**config.mk**
```make
export PLATFORM = sky130hd
export DESIGN_NAME = ngram_token_emitter
export DESIGN_NICKNAME = d
export VERILOG_FILES = /design/src/nte_pkg.sv /design/src/nte_ctrl.sv /design/src/nte_dpath.sv /design/src/ngram_token_emitter.sv
export SDC_FILE = /design/constraint.sdc
export NUM_CORES = 1
export LEC_CHECK = 0
export ABC_AREA = 1
export BUFFER_PORTS_ARGS = -buffer_cell sky130_fd_sc_hd__buf_4
export CORE_MARGIN = 4
export CORE_UTILIZATION = 60
export CTS_BUF_LIST = sky130_fd_sc_hd__clkbuf_4 sky130_fd_sc_hd__clkbuf_8 sky130_fd_sc_hd__clkbuf_16
export DETAILED_ROUTE_END_ITERATION = 16
export GPL_ROUTABILITY_DRIVEN = 0
export GPL_TIMING_DRIVEN = 1
export MAX_ROUTING_LAYER = met4
export PLACE_DENSITY = 0.77
export SLEW_MARGIN = 20
export SYNTH_ARGS = -nofsm -noshare
export SYNTH_HDL_FRONTEND = slang
export SYNTH_SLANG_ARGS = --single-unit
```
**constraint.sdc**
```tcl
create_clock -name clk -period 10.72 [get_ports clk]
set_input_delay 2.144 -clock clk [delete_from_list [all_inputs] [get_ports clk]]
set_output_delay 2.144 -clock clk [all_outputs]
set_load 0.005 [all_outputs]
```
**src/nte_pkg.sv**
```systemverilog
// ----------------------------------------------------------------------------
// N-gram token emitter package
// Shared widths, controller states and the command and status words that
// pass between the controller and the datapath.
// ----------------------------------------------------------------------------
`timescale 1ns / 1ps
`default_nettype none

package nte_pkg;

  // Field widths.
  localparam int CNT_W   = 4;
  localparam int BYTES_W = 3;
  localparam int OFF_W   = 32;
  localparam int LEN_W   = 6;

  // Upper limit on the n-gram length in characters, whatever the window depth.
  localparam int GRAM_LIMIT = 8;

  // Configuration register indexes.
  localparam logic [0:0] CFG_MIN_GRAM = 1'b0;
  localparam logic [0:0] CFG_MAX_GRAM = 1'b1;

  // Controller states.
  typedef enum logic [2:0] {
    S_IDLE,
    S_START,
    S_PRE,
    S_APPEND,
    S_POST,
    S_FLUSH,
    S_DONE
  } state_t;

  // Commands from the controller to the datapath.
  typedef struct packed {
    logic start_item;  // input word accepted this cycle
    logic emit_gram;   // load the current n-gram into the output register
    logic emit_done;   // load the end-of-text marker into the output register
    logic last;        // the word being loaded is the item's last result
    logic clear;       // empty the window
    logic append;      // store the held character in the window
  } cmd_t;

  // Status from the datapath to the controller.
  typedef struct packed {
    logic item_end;           // held item ends the text
    logic item_word;          // held item is a word character
    logic fill_ge_min;        // window holds at least the effective min
    logic fill_ge_max;        // window holds at least the effective max
    logic fill_gt_min;        // more groups remain in a flush after this one
    logic fill_gt_max;        // another group is due before the append
    logic post_after_append;  // the append brings the window up to the effective max
    logic n_is_hi;            // current n-gram is the last of its group
    logic out_free;           // output register can take a word this cycle
  } stat_t;

endpackage

`default_nettype wire

```
**src/nte_ctrl.sv**
```systemverilog
// ----------------------------------------------------------------------------
// N-gram token emitter controller
// Sequences one input item: decode, pre-append groups, append, post-append
// group, window flush and the end-of-text marker.
// ----------------------------------------------------------------------------
`timescale 1ns / 1ps
`default_nettype none

module nte_ctrl (
  input  wire logic           clk,
  input  wire logic           rst,
  input  wire logic           in_valid,
  output logic                in_ready,
  input  wire nte_pkg::stat_t st,
  output nte_pkg::cmd_t       cmd
);
  import nte_pkg::*;

  state_t state;
  state_t state_next;

  // State register.
  always_ff @(posedge clk) begin
    if (rst) begin
      state <= S_IDLE;
    end else begin
      state <= state_next;
    end
  end

  // Next state and commands.
  always_comb begin
    state_next = state;
    cmd        = '0;
    in_ready   = 1'b0;
    case (state)
      S_IDLE: begin
        in_ready = 1'b1;
        if (in_valid) begin
          cmd.start_item = 1'b1;
          state_next     = S_START;
        end
      end
      S_START: begin
        if (st.item_end || !st.item_word) begin
          if (st.fill_ge_min) begin
            state_next = S_FLUSH;
          end else begin
            cmd.clear  = 1'b1;
            state_next = st.item_end ? S_DONE : S_IDLE;
          end
        end else if (st.fill_ge_max) begin
          state_next = S_PRE;
        end else begin
          state_next = S_APPEND;
        end
      end
      // Groups before the append; the post-append group always follows.
      S_PRE: begin
        if (st.out_free) begin
          cmd.emit_gram = 1'b1;
          if (st.n_is_hi) begin
            state_next = st.fill_gt_max ? S_PRE : S_APPEND;
          end
        end
      end
      S_APPEND: begin
        cmd.append = 1'b1;
        state_next = st.post_after_append ? S_POST : S_IDLE;
      end
      S_POST: begin
        if (st.out_free) begin
          cmd.emit_gram = 1'b1;
          cmd.last      = st.n_is_hi;
          if (st.n_is_hi) begin
            state_next = S_IDLE;
          end
        end
      end
      // Flush continues while the window still holds the min.
      S_FLUSH: begin
        if (st.out_free) begin
          cmd.emit_gram = 1'b1;
          if (st.n_is_hi && !st.fill_gt_min) begin
            cmd.clear  = 1'b1;
            cmd.last   = !st.item_end;
            state_next = st.item_end ? S_DONE : S_IDLE;
          end
        end
      end
      S_DONE: begin
        if (st.out_free) begin
          cmd.emit_done = 1'b1;
          cmd.last      = 1'b1;
          state_next    = S_IDLE;
        end
      end
      default: begin
        state_next = S_IDLE;
      end
    endcase
  end

endmodule

`default_nettype wire

```
**src/nte_dpath.sv**
```systemverilog
// ----------------------------------------------------------------------------
// N-gram token emitter datapath
// Configuration registers, the character window, the running byte offset,
// the n-gram length counter and the output register.
// ----------------------------------------------------------------------------
`timescale 1ns / 1ps
`default_nettype none

module nte_dpath #(
  parameter int RING_DEPTH = 8
) (
  input  wire logic                         clk,
  input  wire logic                         rst,
  input  wire logic                         cfg_we,
  input  wire logic [0:0]                   cfg_index,
  input  wire logic [nte_pkg::CNT_W-1:0]    cfg_data,
  input  wire logic [nte_pkg::BYTES_W-1:0]  char_bytes,
  input  wire logic                         is_word_char,
  input  wire logic                         end_of_text,
  input  wire nte_pkg::cmd_t                cmd,
  output nte_pkg::stat_t                    st,
  output logic                              out_valid,
  input  wire logic                         out_ready,
  output logic [nte_pkg::OFF_W-1:0]         start_offset,
  output logic [nte_pkg::LEN_W-1:0]         byte_length,
  output logic [nte_pkg::CNT_W-1:0]         char_count,
  output logic                              text_done,
  output logic                              last
);
  import nte_pkg::*;

  localparam int GRAM_CAP = (RING_DEPTH < GRAM_LIMIT) ? RING_DEPTH : GRAM_LIMIT;

  logic [CNT_W-1:0]   min_gram;
  logic [CNT_W-1:0]   max_gram;
  logic [CNT_W-1:0]   eff_min;
  logic [CNT_W-1:0]   eff_max;
  logic [CNT_W-1:0]   hi;
  logic [CNT_W-1:0]   fill;
  logic [CNT_W-1:0]   gram_n;
  logic [OFF_W-1:0]   text_offset;
  logic [BYTES_W-1:0] item_bytes;
  logic               item_end;
  logic               item_word;
  logic [OFF_W-1:0]   ent_off [GRAM_CAP];
  logic [BYTES_W-1:0] ent_len [GRAM_CAP];
  logic [LEN_W-1:0]   gram_sum;
  logic               drop;

  // Configuration registers.
  always_ff @(posedge clk) begin
    if (rst) begin
      min_gram <= CNT_W'(2);
      max_gram <= CNT_W'(3);
    end else if (cfg_we) begin
      case (cfg_index)
        CFG_MIN_GRAM: min_gram <= cfg_data;
        CFG_MAX_GRAM: max_gram <= cfg_data;
        default: ;
      endcase
    end
  end

  // Clamp max to 1..GRAM_CAP and min to 1..max.
  always_comb begin
    if (max_gram == '0) begin
      eff_max = CNT_W'(1);
    end else if (max_gram > CNT_W'(GRAM_CAP)) begin
      eff_max = CNT_W'(GRAM_CAP);
    end else begin
      eff_max = max_gram;
    end
    if (min_gram == '0) begin
      eff_min = CNT_W'(1);
    end else if (min_gram > eff_max) begin
      eff_min = eff_max;
    end else begin
      eff_min = min_gram;
    end
    hi = (fill < eff_max) ? fill : eff_max;
  end

  // Held item and running byte offset. A word character advances the
  // offset when it is stored; a delimiter advances it at once.
  always_ff @(posedge clk) begin
    if (rst) begin
      text_offset <= '0;
      item_end    <= 1'b0;
      item_word   <= 1'b0;
      item_bytes  <= '0;
    end else if (cmd.start_item) begin
      item_bytes <= char_bytes;
      item_end   <= end_of_text || (char_bytes == '0);
      item_word  <= is_word_char;
      if (end_of_text || (char_bytes == '0)) begin
        text_offset <= '0;
      end else if (!is_word_char) begin
        text_offset <= text_offset + OFF_W'(char_bytes);
      end
    end else if (cmd.append) begin
      text_offset <= text_offset + OFF_W'(item_bytes);
    end
  end

  // The oldest character is dropped after the last n-gram of its group.
  assign drop = cmd.emit_gram && (gram_n == hi);

  // Window fill and n-gram length counter.
  always_ff @(posedge clk) begin
    if (rst) begin
      fill   <= '0;
      gram_n <= CNT_W'(1);
    end else begin
      if (cmd.clear) begin
        fill <= '0;
      end else if (drop) begin
        fill <= fill - CNT_W'(1);
      end else if (cmd.append) begin
        fill <= fill + CNT_W'(1);
      end
      if (cmd.start_item || drop) begin
        gram_n <= eff_min;
      end else if (cmd.emit_gram) begin
        gram_n <= gram_n + CNT_W'(1);
      end
    end
  end

  // Window entries: entry 0 is the oldest character; a drop shifts down.
  for (genvar k = 0; k < GRAM_CAP; k++) begin : g_ent
    logic [OFF_W-1:0]   off_src;
    logic [BYTES_W-1:0] len_src;
    if (k < GRAM_CAP - 1) begin : g_mid
      assign off_src = ent_off[k+1];
      assign len_src = ent_len[k+1];
    end else begin : g_top
      assign off_src = ent_off[k];
      assign len_src = ent_len[k];
    end
    always_ff @(posedge clk) begin
      if (drop) begin
        ent_off[k] <= off_src;
        ent_len[k] <= len_src;
      end else if (cmd.append && (fill == CNT_W'(k))) begin
        ent_off[k] <= text_offset;
        ent_len[k] <= item_bytes;
      end
    end
  end

  // Byte length of the n-gram of gram_n characters at the oldest entry.
  always_comb begin
    gram_sum = '0;
    for (int k = 0; k < GRAM_CAP; k++) begin
      if (CNT_W'(k) < gram_n) begin
        gram_sum = gram_sum + LEN_W'(ent_len[k]);
      end
    end
  end

  // Output register.
  always_ff @(posedge clk) begin
    if (rst) begin
      out_valid <= 1'b0;
    end else if (cmd.emit_gram || cmd.emit_done) begin
      out_valid <= 1'b1;
    end else if (out_ready) begin
      out_valid <= 1'b0;
    end
  end

  always_ff @(posedge clk) begin
    if (cmd.emit_gram) begin
      start_offset <= ent_off[0];
      byte_length  <= gram_sum;
      char_count   <= gram_n;
      text_done    <= 1'b0;
      last         <= cmd.last;
    end else if (cmd.emit_done) begin
      start_offset <= '0;
      byte_length  <= '0;
      char_count   <= '0;
      text_done    <= 1'b1;
      last         <= 1'b1;
    end
  end

  // Status to the controller.
  always_comb begin
    st.item_end          = item_end;
    st.item_word         = item_word;
    st.fill_ge_min       = fill >= eff_min;
    st.fill_ge_max       = fill >= eff_max;
    st.fill_gt_min       = fill > eff_min;
    st.fill_gt_max       = fill > eff_max;
    st.post_after_append = (fill + CNT_W'(1)) >= eff_max;
    st.n_is_hi           = gram_n == hi;
    st.out_free          = !out_valid || out_ready;
  end

  // A result is only loaded when the output register can take it.
  a_emit_free: assert property (@(posedge clk) disable iff (rst)
    (cmd.emit_gram || cmd.emit_done) |-> st.out_free)
    else $error("result loaded while the output register is held");

  // An n-gram never reaches past the characters held in the window.
  a_gram_in_fill: assert property (@(posedge clk) disable iff (rst)
    cmd.emit_gram |-> (gram_n != '0) && (gram_n <= fill))
    else $error("n-gram length outside the window fill");

  // A character is never stored into a full window.
  a_append_room: assert property (@(posedge clk) disable iff (rst)
    cmd.append |-> (fill < CNT_W'(GRAM_CAP)))
    else $error("append into a full window");

  // The end-of-text marker always closes its item.
  a_done_last: assert property (@(posedge clk) disable iff (rst)
    (out_valid && text_done) |-> last)
    else $error("end-of-text marker without last");

endmodule

`default_nettype wire

```
**src/ngram_token_emitter.sv**
```systemverilog
// ----------------------------------------------------------------------------
// N-gram token emitter
// Turns a stream of decoded characters into character n-gram tokens.
// ----------------------------------------------------------------------------
// Each input word is one decoded character or an end-of-text mark. The block
// holds up to min(RING_DEPTH, 8) word characters; whenever the window reaches
// max_gram characters it emits every n-gram of min_gram..max_gram characters
// that starts at the oldest character and drops that character. A delimiter
// flushes the window; end of text (or a zero byte length) flushes it, emits a
// marker word with text_done set and restarts the byte offset at zero. Items
// are handled one at a time by a state machine: an item is accepted, then
// decoded and, for a word character, stored in the window; result words go
// out at one word per cycle while the output side is ready. That result rate
// is set by the single output register. The next item is accepted while the
// last result of the previous one still waits in that register.
// ----------------------------------------------------------------------------
`timescale 1ns / 1ps
`default_nettype none

module ngram_token_emitter #(
  parameter int RING_DEPTH = 8
) (
  input  wire logic                         clk,
  input  wire logic                         rst,
  // Configuration.
  input  wire logic                         cfg_we,
  input  wire logic [0:0]                   cfg_index,
  input  wire logic [nte_pkg::CNT_W-1:0]    cfg_data,
  // Input characters.
  input  wire logic                         in_valid,
  output logic                              in_ready,
  input  wire logic [nte_pkg::BYTES_W-1:0]  char_bytes,
  input  wire logic                         is_word_char,
  input  wire logic                         end_of_text,
  // Output tokens.
  output logic                              out_valid,
  input  wire logic                         out_ready,
  output logic [nte_pkg::OFF_W-1:0]         start_offset,
  output logic [nte_pkg::LEN_W-1:0]         byte_length,
  output logic [nte_pkg::CNT_W-1:0]         char_count,
  output logic                              text_done,
  output logic                              last
);
  import nte_pkg::*;

  cmd_t  cmd;
  stat_t st;

  // Sequencer.
  nte_ctrl u_ctrl (
    .clk      (clk),
    .rst      (rst),
    .in_valid (in_valid),
    .in_ready (in_ready),
    .st       (st),
    .cmd      (cmd)
  );

  // Window, offsets and output register.
  nte_dpath #(
    .RING_DEPTH (RING_DEPTH)
  ) u_dpath (
    .clk          (clk),
    .rst          (rst),
    .cfg_we       (cfg_we),
    .cfg_index    (cfg_index),
    .cfg_data     (cfg_data),
    .char_bytes   (char_bytes),
    .is_word_char (is_word_char),
    .end_of_text  (end_of_text),
    .cmd          (cmd),
    .st           (st),
    .out_valid    (out_valid),
    .out_ready    (out_ready),
    .start_offset (start_offset),
    .byte_length  (byte_length),
    .char_count   (char_count),
    .text_done    (text_done),
    .last         (last)
  );

endmodule

`default_nettype wire

```
==> impl_metrics.env <==
export IMPL_antenna_found_initial=0
export IMPL_clkTransAtPathRegs_ns=0.06
export IMPL_post_cts_buffers=0
export IMPL_die_area_um2=32400
export IMPL_cap_violations=0
export IMPL_drv_slew=0
export IMPL_dp_cells=2181
export IMPL_cp_start_kind="flop"
export IMPL_yosysUniqueCellTypes=51
export IMPL_cts_root_buf="clkbuf_16"
export IMPL_vdd_drop_max_mv=0.233
export IMPL_start_util=0.614
export IMPL_synth_common_cells="402 x nand2_1, 323 x edfxtp_1, 307 x o21ai_0"
export IMPL_grt_pass1_vias=11900
export IMPL_rsz0062_at_grt="false"
export IMPL_vias=12500
export IMPL_n_antenna_cell=0
export IMPL_synth_top_area_share=0.546
export IMPL_ys_seq_area_frac=0.611
export IMPL_fillerInstances=2162
export IMPL_syn_nets=1865
export IMPL_fin_cells=2251
export IMPL_synthTopCellsByArea="edfxtp_1 55%, o21ai_0 8.6%, nand2_1 8.5%"
export IMPL_avgSynthCellArea_um2=9.93
export IMPL_final_area_um2=19900
export IMPL_critical_path_class="flop to flop"
export IMPL_grt_pass1_wl_um=57800
export IMPL_ctsHoldBuffers=0
export IMPL_wl_um=34800
export IMPL_drive_gt1_frac=0.100
export IMPL_grt_overflow=0
export IMPL_crit_top_cell="inv_1"
export IMPL_synth_most_common_cell="nand2_1"
export IMPL_relSlewSlack=0.287
export IMPL_hold_viol_final=0
export IMPL_synth_enable_flop_cells=323
export IMPL_portBuffers=60
export IMPL_yosysWarnings=0
export IMPL_numCtsBuffers=39
export IMPL_crit_required_ns=11.00
export IMPL_cp_end_kind="flop"
export IMPL_hp_class="flop to flop"
export IMPL_tightest_slew_ns=1.07
export IMPL_tritoncts="done"
export IMPL_placed_area_um2=18600
export IMPL_core_rowCount=62
export IMPL_ios=61
export IMPL_tns_ns=0
export IMPL_worstSkewPairLatency_ns=0.53
export IMPL_die_w_um=180
export IMPL_post_route_period_util=0.658
export IMPL_core_area_um2=28900
export IMPL_max_stage_delay_ns=0.53
export IMPL_cts_sinks=381
export IMPL_synth_flop_cell="edfxtp_1"
export IMPL_drc=0
export IMPL_synthCells=1791
export IMPL_yosys_area_top_type="edfxtp_1"
export IMPL_final_nets=1912
export IMPL_period_needed_ns=7.05
export IMPL_critPathMaxFanout=6
export IMPL_setup_violations_final=0
export IMPL_async_flop_share=0
export IMPL_critPathArrivalTime_ns=7.34
export IMPL_regArea_um2=10900
export IMPL_max_clock_path_buffers=3
export IMPL_fmax_mhz=142
export IMPL_post_cts_resized=0
export IMPL_post_dp_hpwl_um=23900
export IMPL_vias_per_cell=5.54
export IMPL_fin_skew_ns=0.0189
export IMPL_leakagePower_nw=7.92
export IMPL_track_usage=0.218
export IMPL_cellPowerDensity_nw_per_um2=276
export IMPL_wl_per_cell_um=15.5
export IMPL_grt_max_degree=72
export IMPL_cp_slowest_cell="fa_1"
export IMPL_h_tree_depth=2
export IMPL_area_growth_pct=11.8
export IMPL_fin_util=0.687
export IMPL_drt_pass1_iter_count=5
export IMPL_status="finished, final reports clean"
export IMPL_ant_nets=0
export IMPL_drtIter0Drc=1194
export IMPL_multi_input_area_um2=5940
export IMPL_netlist_area_um2=17800
export IMPL_die_y_um=180
export IMPL_synth_seq_cells=381
[state kept, by name, summed over array words and instances, names as in the netlist, 3 cells and up]
signal                flops
u_ctrl.state              3
u_dpath.byte_length       6
u_dpath.min_gram          4
u_dpath.ent_off         256
u_dpath.char_count        4
u_dpath.text_offset      32
u_dpath.gram_n            4
u_dpath.ent_len          24
u_dpath.max_gram          4
u_dpath.fill              4
u_dpath.item_bytes        3
u_dpath.start_offset     32
[final cells by class]
class	count	area share
sequential	381	0.546
timing repair buffer	76	0.0287
clock inverter	21	0.0103
clock buffer	49	0.0544
tap	384	0.0242
inverter	196	0.0371
multi-input combinational	1144	0.299
[through the flow]
stage | worst slack, ns | power, mW | hold slack, ns
floorplan | 4.40 | 3.62 | 0.430
global placement | 3.93 | 4.03 | 0.446
detailed placement | 3.71 | 4.16 | 0.443
CTS | 3.68 | 5.51 | 0.459
global route | 3.06 | 5.87 | 0.488
finish | 3.67 | 5.49 | 0.459
[worst paths after layout]
path / from / endpoint / slack, ns / cells past startpoint
max reg2reg: u_dpath.gram_n[1] / u_dpath.byte_length[5] / 3.67 / 35
max: u_dpath.gram_n[1] / u_dpath.byte_length[5] / 3.67 / 35
min: u_dpath.text_offset[24] / u_dpath.ent_off[1][120] / 0.46 / 0
min reg2reg: u_dpath.text_offset[24] / u_dpath.ent_off[1][120] / 0.46 / 0
[cells by family after synthesis]
kind of cell               count (synthesis)  synth area share
adders and majority gates                 59            0.0449
DFF                                      381             0.611
buffers and inverters                    266            0.0568
xor gates and xnor gates                  16           0.00788
and+or+nand+nor                          644             0.153
AOI/OAI and AO/OA                        425             0.127
[report_power, final]
| part | internal [mW] | switching (mW) | total (mW) | leakage [nW] |
|---|---|---|---|---|
| combinational | 0.664 | 1.24 | 1.90 | 3.81 |
| sequential | 2.11 | 0.137 | 2.25 | 3.46 |
| clock | 0.792 | 0.546 | 1.34 | 0.644 |
| total | 3.57 | 1.92 | 5.49 | 7.92 |
[cell usage in the layout (no fill, tap or decap), types with 5 or more instances in the layout]
master and n:
xor2_1 12, nor2_2 5, nor2_1 126, clkbuf_16 40
buf_4 76, fa_1 8, clkinv_2 8, nand2_1 401
clkbuf_4 7, nand4_1 9, ha_1 51, nor4_1 10
inv_2 5, a31oi_1 9, o21ai_0 307, inv_1 186
nand2_2 11, nand3_2 8, nor3_1 24, nand3b_1 5
nand3_1 31, nand2_4 5, a21oi_1 56, edfxtp_1 323
o211ai_1 10, clkinv_1 9, o21ai_1 12, dfxtp_1 58
[critical path, delay by kind of cell, from the launching register on]
| kind | cells | cell delay (ns) |
|---|---|---|
| AND/OR/NAND/NOR | 10 | 0.80 |
| buffers and inverters | 8 | 0.62 |
| adder cells (fa/ha/maj) | 9 | 3.47 |
| flip-flops | 1 | 0.52 |
| AO/OA/AOI/OAI | 8 | 1.38 |
[metal layers]
layer / track usage / wire (um)
met1: 0.302 / 15900
met2: 0.344 / 16200
met3: 0.0335 / 2070
met4: 0.0569 / 612
met5: - / 0
No activity file was read; power rests on OpenSTA's default activity.
